==> src/sv/crlfd_pkg.sv <==
// Shared constants for the CRLF line deframer: control byte codes,
// configuration width and reset value. No dependencies.
package crlfd_pkg;

  localparam int unsigned BYTE_W = 8;
  localparam int unsigned CFG_W  = 16;

  localparam logic [BYTE_W-1:0] BYTE_NUL = 8'h00;
  localparam logic [BYTE_W-1:0] BYTE_LF  = 8'h0A;
  localparam logic [BYTE_W-1:0] BYTE_CR  = 8'h0D;

  localparam logic [CFG_W-1:0] MAX_LINE_RESET = 16'd1998;

endpackage

==> src/sv/crlf_line_deframer.sv <==
// CRLF line deframer top level: byte classification, line state and a
// three-entry result queue. Depends on crlfd_pkg.
//
// Results are registered into the result queue; entry 0 drives the out_ side.
// Throughput: one input beat per cycle while the queue has room for two results;
// a two-result beat (a held CR released ahead of a data byte) can raise in_stall
// until the queue, draining one result per unstalled cycle, has room again.
// Reset (rst_n low, synchronous): queue empty, no CR held, length, overflow
// flag and totals zero, max_line_len back to 1998.
module crlf_line_deframer #(
  parameter int unsigned LEN_WIDTH   = 16,
  parameter int unsigned COUNT_WIDTH = 32
) (
  input  logic                            clk,
  input  logic                            rst_n,
  // configuration write channel
  input  logic                            cfg_valid,
  output logic                            cfg_ready,
  input  logic [crlfd_pkg::CFG_W-1:0]     cfg_max_line_len,
  // input byte channel
  input  logic                            in_valid,
  output logic                            in_stall,
  input  logic [crlfd_pkg::BYTE_W-1:0]    in_byte,
  // result channel
  output logic                            out_valid,
  input  logic                            out_stall,
  output logic                            out_is_line_end,
  output logic [crlfd_pkg::BYTE_W-1:0]    out_byte,
  output logic                            out_ended_by_crlf,
  output logic                            out_line_truncated,
  output logic [LEN_WIDTH-1:0]            out_line_length,
  output logic [COUNT_WIDTH-1:0]          out_crlf_total,
  output logic [COUNT_WIDTH-1:0]          out_lf_total,
  output logic                            out_last_of_run
);
  import crlfd_pkg::*;

  // Width for comparing the kept length against the 16-bit limit.
  localparam int unsigned CMP_W = (LEN_WIDTH > CFG_W) ? LEN_WIDTH : CFG_W;
  localparam int unsigned QDEPTH = 3;

  typedef struct packed {
    logic                   is_line_end;
    logic [BYTE_W-1:0]      data;
    logic                   ended_by_crlf;
    logic                   truncated;
    logic [LEN_WIDTH-1:0]   length;
    logic [COUNT_WIDTH-1:0] crlf_total;
    logic [COUNT_WIDTH-1:0] lf_total;
    logic                   last;
  } result_t;

  // ---------------------------------------------------------------------
  // Configuration: always ready; write only while the block is idle (unchecked).
  // ---------------------------------------------------------------------
  logic [CFG_W-1:0] max_len_r;

  assign cfg_ready = 1'b1;

  always_ff @(posedge clk) begin
    if (!rst_n) begin
      max_len_r <= MAX_LINE_RESET;
    end else if (cfg_valid && cfg_ready) begin
      max_len_r <= cfg_max_line_len;
    end
  end

  // ---------------------------------------------------------------------
  // Line state
  // ---------------------------------------------------------------------
  logic                   cr_held_r,  cr_held_nxt;
  logic [LEN_WIDTH-1:0]   kept_r,     kept_nxt;
  logic                   ovf_r,      ovf_nxt;
  logic [COUNT_WIDTH-1:0] crlf_cnt_r, crlf_cnt_nxt;
  logic [COUNT_WIDTH-1:0] lf_cnt_r,   lf_cnt_nxt;

  // Result queue: entry 0 drives the out_ ports.
  result_t     q_r   [QDEPTH];
  result_t     q_nxt [QDEPTH];
  logic [1:0]  cnt_r, cnt_nxt;

  logic in_acc, out_acc;

  // Accept only with room for two results.
  assign in_stall  = (cnt_r > 2'd1);
  assign in_acc    = in_valid && !in_stall;
  assign out_valid = (cnt_r != 2'd0);
  assign out_acc   = out_valid && !out_stall;

  // ---------------------------------------------------------------------
  // Classify the byte and work out up to two results
  // ---------------------------------------------------------------------
  logic                 is_nul, is_lf, is_cr;
  logic                 cr_data, byte_data, end_line;
  logic                 room_a, room_b, emit_a, emit_b;
  logic [LEN_WIDTH-1:0] kept_a, kept_b;
  logic [1:0]           n_res;
  result_t              res0, res1, data_cr, data_in, end_res;

  always_comb begin
    is_nul    = (in_byte == BYTE_NUL);
    is_lf     = (in_byte == BYTE_LF);
    is_cr     = (in_byte == BYTE_CR);
    end_line  = is_lf;
    // Release the held CR as data unless LF completes the pair or the byte is NUL.
    cr_data   = cr_held_r && !is_lf && !is_nul;
    byte_data = !is_lf && !is_cr && !is_nul;

    // Room check: under the limit and under the length counter's top.
    room_a = (CMP_W'(kept_r) < CMP_W'(max_len_r)) && !(&kept_r);
    emit_a = cr_data && room_a;
    kept_a = kept_r + LEN_WIDTH'(emit_a);
    room_b = (CMP_W'(kept_a) < CMP_W'(max_len_r)) && !(&kept_a);
    emit_b = byte_data && room_b;
    kept_b = kept_a + LEN_WIDTH'(emit_b);

    // Saturating totals, bumped on a line end.
    crlf_cnt_nxt = crlf_cnt_r;
    lf_cnt_nxt   = lf_cnt_r;
    if (end_line) begin
      if (cr_held_r) begin
        if (!(&crlf_cnt_r)) crlf_cnt_nxt = crlf_cnt_r + COUNT_WIDTH'(1);
      end else begin
        if (!(&lf_cnt_r)) lf_cnt_nxt = lf_cnt_r + COUNT_WIDTH'(1);
      end
    end

    data_cr               = '0;
    data_cr.data          = BYTE_CR;
    data_cr.crlf_total    = crlf_cnt_r;
    data_cr.lf_total      = lf_cnt_r;

    data_in               = '0;
    data_in.data          = in_byte;
    data_in.crlf_total    = crlf_cnt_r;
    data_in.lf_total      = lf_cnt_r;

    end_res               = '0;
    end_res.is_line_end   = 1'b1;
    end_res.ended_by_crlf = cr_held_r;
    end_res.truncated     = ovf_r;
    end_res.length        = kept_r;
    end_res.crlf_total    = crlf_cnt_nxt;
    end_res.lf_total      = lf_cnt_nxt;

    // Order: released CR first, then the byte's own result.
    res1 = data_in;
    if (emit_a) begin
      res0  = data_cr;
      n_res = emit_b ? 2'd2 : 2'd1;
    end else if (end_line) begin
      res0  = end_res;
      n_res = 2'd1;
    end else begin
      res0  = data_in;
      n_res = emit_b ? 2'd1 : 2'd0;
    end
    res0.last = (n_res == 2'd1);
    res1.last = 1'b1;

    // Next line state
    if (is_nul) begin
      cr_held_nxt = cr_held_r;
      kept_nxt    = kept_r;
      ovf_nxt     = ovf_r;
    end else if (end_line) begin
      cr_held_nxt = 1'b0;
      kept_nxt    = '0;
      ovf_nxt     = 1'b0;
    end else begin
      cr_held_nxt = is_cr;
      kept_nxt    = kept_b;
      ovf_nxt     = ovf_r || (cr_data && !room_a) || (byte_data && !room_b);
    end
  end

  // ---------------------------------------------------------------------
  // Queue update: shift on a pop, append new results behind what stays.
  // ---------------------------------------------------------------------
  logic [1:0] base;

  always_comb begin
    base = cnt_r - {1'b0, out_acc};
    for (int i = 0; i < QDEPTH; i++) begin
      q_nxt[i] = q_r[i];
    end
    if (out_acc) begin
      for (int i = 0; i < QDEPTH - 1; i++) begin
        q_nxt[i] = q_r[i+1];
      end
    end
    if (in_acc) begin
      for (int i = 0; i < QDEPTH; i++) begin
        if ((2'(i) == base) && (n_res != 2'd0))            q_nxt[i] = res0;
        if ((2'(i) == base + 2'd1) && (n_res == 2'd2))     q_nxt[i] = res1;
      end
    end
    cnt_nxt = base + (in_acc ? n_res : 2'd0);
  end

  always_ff @(posedge clk) begin
    if (!rst_n) begin
      cnt_r      <= '0;
      cr_held_r  <= 1'b0;
      kept_r     <= '0;
      ovf_r      <= 1'b0;
      crlf_cnt_r <= '0;
      lf_cnt_r   <= '0;
    end else begin
      cnt_r <= cnt_nxt;
      if (in_acc) begin
        cr_held_r  <= cr_held_nxt;
        kept_r     <= kept_nxt;
        ovf_r      <= ovf_nxt;
        crlf_cnt_r <= crlf_cnt_nxt;
        lf_cnt_r   <= lf_cnt_nxt;
      end
    end
  end

  // Payload: no reset needed.
  always_ff @(posedge clk) begin
    for (int i = 0; i < QDEPTH; i++) begin
      q_r[i] <= q_nxt[i];
    end
  end

  assign out_is_line_end    = q_r[0].is_line_end;
  assign out_byte           = q_r[0].data;
  assign out_ended_by_crlf  = q_r[0].ended_by_crlf;
  assign out_line_truncated = q_r[0].truncated;
  assign out_line_length    = q_r[0].length;
  assign out_crlf_total     = q_r[0].crlf_total;
  assign out_lf_total       = q_r[0].lf_total;
  assign out_last_of_run    = q_r[0].last;

endmodule

==> config.mk <==
export PLATFORM = sky130hd
export DESIGN_NAME = crlf_line_deframer
export DESIGN_NICKNAME = d
export VERILOG_FILES = /design/src/sv/crlfd_pkg.sv /design/src/sv/crlf_line_deframer.sv
export SDC_FILE = /design/constraint.sdc
export NUM_CORES = 1
export LEC_CHECK = 0
export CAP_MARGIN = 20
export CORE_ASPECT_RATIO = 0.7
export CORE_MARGIN = 1
export CORE_UTILIZATION = 51
export DETAILED_ROUTE_END_ITERATION = 10
export DONT_BUFFER_PORTS = 1
export PLACE_DENSITY = 0.65
export RECOVER_POWER = 25
export SLEW_MARGIN = 25
export SYNTH_ARGS = -nofsm -noshare
export SYNTH_HDL_FRONTEND = slang
export SYNTH_SLANG_ARGS = --single-unit
export TNS_END_PERCENT = 1
==> constraint.sdc <==
create_clock -name clk -period 18.6 [get_ports clk]
set_input_delay 1.86 -clock clk [delete_from_list [all_inputs] [get_ports clk]]
set_output_delay 1.86 -clock clk [all_outputs]
set_load 0.01 [all_outputs]
==> flow_metrics.tcl <==
set metrics [dict create \
    initialDrtViolationCount 1593 \
    number_of_vias_in_the_routed_layout 16900 \
    setup.reg_to_reg.worst_slack_ps 9470 \
    worst_slew_pin_slew_ps 1160 \
    cts_tree "built" \
    worstSetupStartpointType "register" \
    synth_fp_nets 2370 \
    netSwitchingPower_uw 1210 \
    post_route_cells_drive_above_1_share_pct 7.73 \
    antenna_left 0 \
    yosys.area.top_type "dfxtp_1" \
    post_cts.repair.setup_buffers 0 \
    power.internal_uw 1920 \
    power_frac_seq_pct 39.8 \
    mappedNetlistArea_sq_um 20800 \
    hold_path_end "q_r[0][28]$_DFF_P_" \
    numPortBuffers 0 \
    fin_tns_setup_ps 0 \
    coreArea_sq_um 39900 \
    hold_path_depth 2 \
    run_status "finished clean" \
    timing.hold.ws_ps 474 \
    final.min_clock_period_ps 9130 \
    grt.total_usage_pct 29.2 \
    register_bit_total_from_synthesis 376 \
    grt_setup_unrepaired "false" \
    power_density_nw_per_um2 146 \
    gr-total-overflow 0 \
    switching_power_share_of_the_total_pct 38.7 \
    setup.worst_path.start "kept_r[2]$_SDFFE_PN0P_" \
    cell_types_occupying_the_most_area_after_synthesis "dfxtp_1, edfxtp_1, mux2i_1" \
    route.detailed.drc 0 \
    part_of_the_yosys_area_used_for_sequential_elements_pct 40.7 \
    yosysUniqueCellTypes 93 \
    synth_warnings 0 \
    yosys-top-cells-count "dfxtp_1, nand2_1, mux2i_1, clkbuf_1, buf_4" \
    timing.critical_path.arrival_ps 9310 \
    finalClockSkew_ps 18.2 \
    design.final.nets 2147 \
    layoutNonFillerInstCount 2645 \
    combPwrFrac_pct 34.7 \
    drv_slew 0 \
    top_count_cell_post_synth "dfxtp_1" \
    vias_per_cell 6.39 \
    firstDrtPassIters 5 \
    netlist_instances 2303 \
    clkSinkCount 376 \
    clk_pwr_share_pct 25.5 \
    synth.avg_cell_area_sq_um 9.02 \
    path_class "register to register" \
    avgRoutedWirePerCell_um 23.2 \
    cts_inserted_buffers 38 \
    number_of_synthesized_flops_with_an_enable_pin 92 \
    cts_max_level 2 \
    vdd.ir_drop.worst_mv 0.134 \
    max-cap-violations 0 \
    chipWidth_um 243 \
    timing.max_slew.rel_slack_pct 22.4 \
    cts_resized 0 \
    gp_congestion 0.940 \
    rr_startpoint "kept_r[2]$_SDFFE_PN0P_" \
    ios 124 \
    place.detailed.instances 2574 \
    detail_route.wirelength_mm 61.3 \
    hold_viol 0 \
    fillerInstances 3548 \
    cts.reportedPaths.clkPinSlew_ps 60 \
    totalPowerFinal_uw 3130 \
    cts_hold_buffers 0 \
    period_share_pct 49.1 \
    hold_class "register to register" \
    yosysTopAreaCellShare_pct 27.4 \
    largest_net_degree_at_the_start_of_global_routing 101 \
    ys_async_sr_fraction_pct 0 \
    first_pass_grt_wire_length_mm 95.5 \
    cp.required_ps 18780 \
    path_max_fanout 54 \
    die_area_sq_um 41600 \
    die_span_y_um 171 \
    syn2layout_area_growth_pct 3.41 \
    antenna-diode-count 0 \
    setup_viol 0 \
    worst_r2r_endpoint "q_r[0][205]$_DFFE_PP_" \
    start_util_pct 52.1 \
    dp_hpwl_mm 39.2 \
    ff2ff_path_depth 24 \
    most_used_dff_post_synth "dfxtp_1" \
    crit_end_category "register" \
    worstSkewPairLatency_ps 550 \
    cts.root.buffer_cell "clkbuf_16" \
    number_of_antenna_violations_at_the_first_check_in_global_routing 1 \
    ctsLongestPathBuffers 3 \
    power.static_leakage_uw 0.00796 \
    min-delay-start "q_r[0][120]$_DFF_P_" \
    placementRows 61 \
    number_of_global_route_vias_before_repair 16300 \
    clock.fmax_mhz 110 \
]
[through the flow]
stage	instance area, sq um	util (%)	setup slack [ps]
2_1_floorplan	20800	-	5640
3_3_place_gp	20200	50.5	9200
3_5_place_dp	20200	50.5	8980
4_1_cts	21500	53.7	9490
5_1_grt	21500	53.8	8890
6_report	21500	53.8	9470
[worst max path at each step]
stage                                 to  cells after the start
3_3_place_gp       q_r[0][186]$_DFFE_PP_                     22
4_1_cts            q_r[0][230]$_DFFE_PP_                     24
3_5_place_dp       q_r[0][246]$_DFFE_PP_                     22
6_report           q_r[0][205]$_DFFE_PP_                     24
2_1_floorplan  q_r[0][184]$_SDFFCE_PP1P_                     25
5_1_grt            q_r[0][230]$_DFFE_PP_                     24
[sequential cells by signal (all words and copies together) (netlist names)]
name and cells:
q_r 276, crlf_cnt_r 32, lf_cnt_r 32, kept_r 16, max_len_r 16, cnt_r 2
cr_held_r 1, ovf_r 1
[worst max-delay path, stage by stage (launching register included)]
cell,delay [ps]
dfxtp_1,770
ha_1,370
a211o_1,290
a31oi_1,190
o31ai_1,140
a21o_1,240
or2_1,330
inv_1,350
ha_1,440
ha_1,510
nand3_2,310
nor4_1,440
xnor2_1,250
inv_1,170
ha_1,290
nand2_1,100
nor4_1,80
or4b_2,210
nand4_1,100
a31o_2,350
inv_4,550
nor2_1,220
nor3_2,680
buf_4,640
buf_4,650
[cell usage in the layout, fill, tap and decap left out, drive strengths merged, types with 26 or more instances in the layout]
cell,Yosys,routed
a22oi,35,35
a21boi,54,54
o211ai,26,26
mux2i,145,145
nor3,62,62
or2,29,29
xor2,37,37
edfxtp,92,92
xnor2,64,64
nor4,28,28
or3,29,29
inv,68,68
dfxtp,284,284
clkbuf,126,62
nand4,41,41
nor2b,30,30
o22ai,56,56
o221ai,44,44
a21oi,35,35
nand2,273,273
nor2,84,84
ha,38,38
o21ai,94,94
nand3,74,74
a32oi,44,44
and2,63,63
[area by class of cell]
type / count / area (sq um) / share of cell area (%)
sequential: 376 / 8450 / 39.3
tap: 535 / 669 / 3.12
inverter: 69 / 269 / 1.25
clock buffer: 61 / 1230 / 5.73
clock inverter: 9 / 71.3 / 0.332
timing repair buffer: 23 / 193 / 0.897
multi-input combinational: 1572 / 10600 / 49.4
[power groups by stage]
stage               Combinational (uW)  Sequential [uW]  Clock (uW)
global route                      1170             1260         845
floorplan                          949             1160           0
finish                            1090             1240         799
global placement                  1030             1260           0
detailed placement                1060             1260           0
CTS                               1060             1250         810
[cells by family (layout without fill, tap and decap cells)]
family	after synthesis	count (layout)	share of synthesized area (%)
DFF	376	376	40.7
buffers and inverters	355	162	8.66
AOI/OAI and AO/OA	519	519	18.4
muxes	147	147	7.09
other	1	1	0.0180
and+or+nand+nor	766	766	18.6
adders and majority gates	38	38	2.29
xor gates and xnor gates	101	101	4.26
[per-layer routing]
layer	global-route usage, %	vias up	part of all wire (%)
li1	-	7848	-
met1	42.4	8250	46
met4	7.60	0	2.2
met5	0	-	0
met3	5.11	93	8.4
met2	44.5	698	43
(Power assumes the default switching activity.)
